`src/rtl/pts_cell.sv`:
```
// One task slot of the scheduler: holds the task and takes part in the
// serial minimum search. No dependencies.
module pts_cell #(
    parameter int TIME_BITS = 32,
    parameter int IDW = 4
) (
    input  logic                 clk,
    input  logic                 rst_n,
    input  logic                 load,
    input  logic [TIME_BITS-1:0] load_start,
    input  logic [TIME_BITS-1:0] load_period,
    input  logic [TIME_BITS-1:0] load_end,
    input  logic                 clear,
    input  logic                 fire,
    input  logic [TIME_BITS-1:0] now_time,
    input  logic                 shift,
    input  logic                 best_in_valid,
    input  logic [TIME_BITS-1:0] best_in_time,
    input  logic [IDW-1:0]       best_in_id,
    input  logic [IDW-1:0]       my_id,
    output logic                 best_out_valid,
    output logic [TIME_BITS-1:0] best_out_time,
    output logic [IDW-1:0]       best_out_id,
    output logic                 used,
    output logic                 fire_fin
);
    logic                 used_reg;
    logic [TIME_BITS-1:0] next_run_reg;
    logic [TIME_BITS-1:0] period_reg;
    logic [TIME_BITS-1:0] end_reg;
    logic                 bv_reg;
    logic [TIME_BITS-1:0] bt_reg;
    logic [IDW-1:0]       bi_reg;
    logic [TIME_BITS:0]   sum;
    logic                 due;
    logic                 take;

    assign sum = {1'b0, now_time} + {1'b0, period_reg};
    assign fire_fin = (period_reg == '0) || sum[TIME_BITS]
                      || (sum[TIME_BITS-1:0] > end_reg);
    assign due = used_reg && (next_run_reg <= now_time);
    // Cells pass the running best down the chain; ties keep the lower slot
    // because lower slots enter the chain first and strict < is used.
    assign take = due && (!best_in_valid || next_run_reg < best_in_time);

    always_ff @(posedge clk or negedge rst_n)
    begin
        if (!rst_n)
        begin
            used_reg <= 1'b0;
            bv_reg   <= 1'b0;
        end
        else
        begin
            if (load)
                used_reg <= 1'b1;
            else if (clear || (fire && fire_fin))
                used_reg <= 1'b0;
            if (shift)
                bv_reg <= take || best_in_valid;
        end
    end

    always_ff @(posedge clk)
    begin
        if (load)
        begin
            next_run_reg <= load_start;
            period_reg   <= load_period;
            end_reg      <= load_end;
        end
        else if (fire && !fire_fin)
            next_run_reg <= sum[TIME_BITS-1:0];
        if (shift)
        begin
            bt_reg <= take ? next_run_reg : best_in_time;
            bi_reg <= take ? my_id : best_in_id;
        end
    end

    assign best_out_valid = bv_reg;
    assign best_out_time  = bt_reg;
    assign best_out_id    = bi_reg;
    assign used           = used_reg;
endmodule

```
`config.mk`:
```
export PLATFORM = sky130hd
export DESIGN_NAME = pts_cell
export DESIGN_NICKNAME = d
export VERILOG_FILES = /design/src/rtl/pts_cell.sv
export SDC_FILE = /design/constraint.sdc
export NUM_CORES = 1
export LEC_CHECK = 0
export BUFFER_PORTS_ARGS = -buffer_cell sky130_fd_sc_hd__buf_2
export CORE_ASPECT_RATIO = 2
export CORE_UTILIZATION = 45
export CTS_CLUSTER_SIZE = 10
export DETAILED_ROUTE_END_ITERATION = 7
export GPL_TIMING_DRIVEN = 0
export PLACE_DENSITY = 0.76
export SLEW_MARGIN = 20
export SYNTH_ARGS = -nofsm -noshare
export SYNTH_HDL_FRONTEND = slang
export SYNTH_SLANG_ARGS = --single-unit
export TNS_END_PERCENT = 5
```
`constraint.sdc`:
```
create_clock -name clk -period 13.5 [get_ports clk]
set_clock_uncertainty 0.15 [all_clocks]
set_input_delay 1.35 -clock clk [delete_from_list [all_inputs] [get_ports clk]]
set_output_delay 1.35 -clock clk [all_outputs]
set_load 0.01 [all_outputs]
```
==> flow_summary_export.csv <==
group,metric,value,unit
place,placed_cell_area,10400,um2
logic_synthesis,ys_ff_latch,134,
detailed_routing,firstDrtPassIters,4,
setup_path,crit_path_start_kind,"input pin",
timing,setup_viol,0,
global_route,grt_overflow,0,
timing,slew_violations,0,
detailed_routing,drt_iter0_drc,254,
pwr,p_int,0.000967,W
logic_synthesis,synth_common_cells,"132 x edfxtp_1, 127 x ha_1, 108 x inv_1, 66 x mux2_2, 51 x a21oi_1",
place,hpwl,20.1,mm
timing,fin_crit,7.68,ns
pwr,cellPowerDensity,129,nW/um2
min_path,min_path_type,"reg -> reg",
pwr,power_frac_clock,0.301,
cts,cts_buffer_depth,2,
logic_synthesis,async_reset_ff_frac,0.0149,
cts,cts-root-buf,"clkbuf_16",
timing,fin_crit_sh,0.569,
place,io_buffer_count,213,
logic_synthesis,yosysTopAreaCell,"edfxtp_1",
min_path,hp-start,"best_out_valid",
pwr,peakVddDrop,95.4,uV
floorplan,ios,214,
min_path,worstHoldEndpoint,"best_out_valid",
pwr,switchingPower,0.000433,W
cts,postCtsSetupBuffers,0,
setup_path,cp_data_arrival_time,6.18,ns
pwr,seq_power_share,0.395,
setup_path,cp_max_fo,4,
job,drv_cap,0,
logic_synthesis,synth-seq-area-share,0.451,
pwr,leakagePower,5.15,nW
min_path,min_path_cells,2,
layout,drive_above_1_share,0.320,
detailed_routing,drc_errors,0,
cts,hold_buffers,0,
pwr,swShare,0.309,
cts,numCtsBuffers,17,
cts,tritoncts,"built",
floorplan,dieWidth,101,um
cts,cts.sinks,134,
setup_path,rr_startpoint,"period_reg[0]",
global_route,grt_first_pass_wirelength,36.9,mm
setup_path,crit_type,"in -> out",
setup_path,startpoint,"now_time[0]",
cts,clkLatencyLatePin,0.44,ns
setup_path,r2r-end,"next_run_reg[17]",
timing,tns,0,ns
logic_synthesis,synth_area_per_cell,11.6,um2
timing,relSlewSlack,0.340,
floorplan,num_rows,72,
logic_synthesis,synthesis.area,8890,um2
cts,h-tree-depth,4,
setup_path,worst-r2r-setup-slack,7.28,ns
global_route,grt_use_total,0.253,
setup_path,critPathCaptureType,"output port",
logic_synthesis,synth_edf_count,132,
place,place_inst,1243,
layout,nets,1306,
detailed_routing,dr_total_vias,6865,
cts,cts_resized,0,
detailed_routing,antenna_left,0,
timing,rsz0062_at_grt,"no",
layout,layoutNonFillerInstCount,1282,
global_route,grt_start_max_net_pins,58,
timing,max_freq,130,MHz
logic_synthesis,synth_nets,1072,
detailed_routing,vias_per_cell,5.35,
setup_path,reg2regPathDepth,19,
pwr,p_comb_frac,0.304,
cts,clkSlewWorstSetupHoldPaths,0.05,ns
detailed_routing,wl,24.4,mm
logic_synthesis,syn_inst,769,
logic_synthesis,synth_cell_types,54,
floorplan,die-area,20400,um2
logic_synthesis,synth.area.top_cells,"edfxtp_1 45%, ha_1 18%, mux2_2 8.4%",
floorplan,core,19400,um2
timing,finalHoldViolations,0,
logic_synthesis,synth_top_cell_area_share,0.446,
layout,synthToLayoutAreaGrowth,22.5,%
setup_path,worstPathRequired,12.00,ns
detailed_routing,wl_per_cell,19.0,um
floorplan,fp.dieH,201,um
place,gp_congestion,0.890,
timing,tightest_slew,0.989,ns
floorplan,start_util,0.459,
global_route,grt_pass1_vias,7323,
layout,final_area,10900,um2
global_route,antenna_found_initial,6,
run_status,status,"finished, final reports clean",
logic_synthesis,synth.most_common_cell,"edfxtp_1",
logic_synthesis,synth_warnings,0,
logic_synthesis,synth_ff_type,"edfxtp_1",
## per-layer routing
metal / share of wire / wire, um / vias to the layer above / GRT usage
met4: 0.086 / 2100 / 0 / 0.227
met1: 0.33 / 7960 / 3190 / 0.227
met2: 0.55 / 13400 / 235 / 0.464
li1: - / - / 3350 / -
met5: 0 / 0 / - / 0
met3: 0.038 / 933 / 90 / 0.0425
## through the flow
stage / hold slack, ns / total power (W) / util / setup WS [ns]
after floorplan: 0.407 / 0.000832 / - / 6.49
after global placement: 0.378 / 0.000969 / 0.531 / 4.28
after detailed placement: 0.384 / 0.000986 / 0.534 / 5.82
after CTS: 0.396 / 0.00141 / 0.561 / 5.80
after global routing: 0.437 / 0.00148 / 0.562 / 5.50
final: 0.395 / 0.00140 / 0.562 / 5.82
## worst max path at each step
stage / endpoint / slack [ns]
floorplan: next_run_reg[0] / 6.49
global placement: next_run_reg[10] / 4.28
detailed placement: fire_fin / 5.82
CTS: fire_fin / 5.80
global route: fire_fin / 5.50
finish: fire_fin / 5.82
## cells in the final DEF (no fill, tap or decap), drive strengths merged, types with 10 or more instances in the layout
master | synthesis | routed
clkinv | 0 | 10
o21a | 11 | 11
clkbuf | 6 | 25
o21ai | 23 | 23
mux2 | 67 | 67
buf | 4 | 219
a21o | 45 | 45
nand4 | 29 | 29
xnor2 | 19 | 19
edfxtp | 132 | 132
ha | 127 | 127
nor2 | 23 | 23
nand2 | 26 | 26
a21oi | 51 | 51
inv | 108 | 108
## final cells by class
cell class / count / area [um2]
fill: 1712 / 8480
timing repair buffer: 215 / 1120
buffer: 10 / 42.5
clock inverter: 13 / 90.1
inverter: 108 / 405
tap: 259 / 324
antenna: 7 / 17.5
multi-input combinational: 517 / 4440
sequential: 134 / 4010
clock buffer: 19 / 433
## logic make-up (layout without fill, tap and decap cells)
logic type,count (synthesis),in the layout,synth area share
compound gates,174,174,0.135
xor+xnor,28,28,0.0276
fa+ha+maj,128,128,0.181
buf+inv,118,365,0.0504
flops,134,134,0.451
mux,67,67,0.0848
other cells,0,7,0
simple gates,120,120,0.0704
## critical path: stages
cell and delay (ns):
buf_2 0.12, ha_1 0.22, fa_1 0.42, a21oi_1 0.29, o21ai_2 0.16, a31oi_1 0.46
o311ai_0 0.25, a21oi_1 0.25, o21ai_0 0.13, a21oi_1 0.19, xnor2_1 0.19, ha_1 0.30
a21o_1 0.16, a21oi_1 0.43, o22ai_1 0.15, nor4b_1 0.34, o21ai_0 0.14, a311o_1 0.43
buf_2 0.18
## power by group through the flow
| stage | registers [W] | clock network [W] | logic (W) |
|---|---|---|---|
| after global placement | 0.000562 | 0 | 0.000407 |
| after detailed placement | 0.000562 | 0 | 0.000425 |
| after global routing | 0.000559 | 0.000443 | 0.000474 |
| after CTS | 0.000554 | 0.000428 | 0.000429 |
| after floorplan | 0.000559 | 0 | 0.000273 |
| final | 0.000553 | 0.000421 | 0.000426 |
Power figures use the tool's default switching activity.
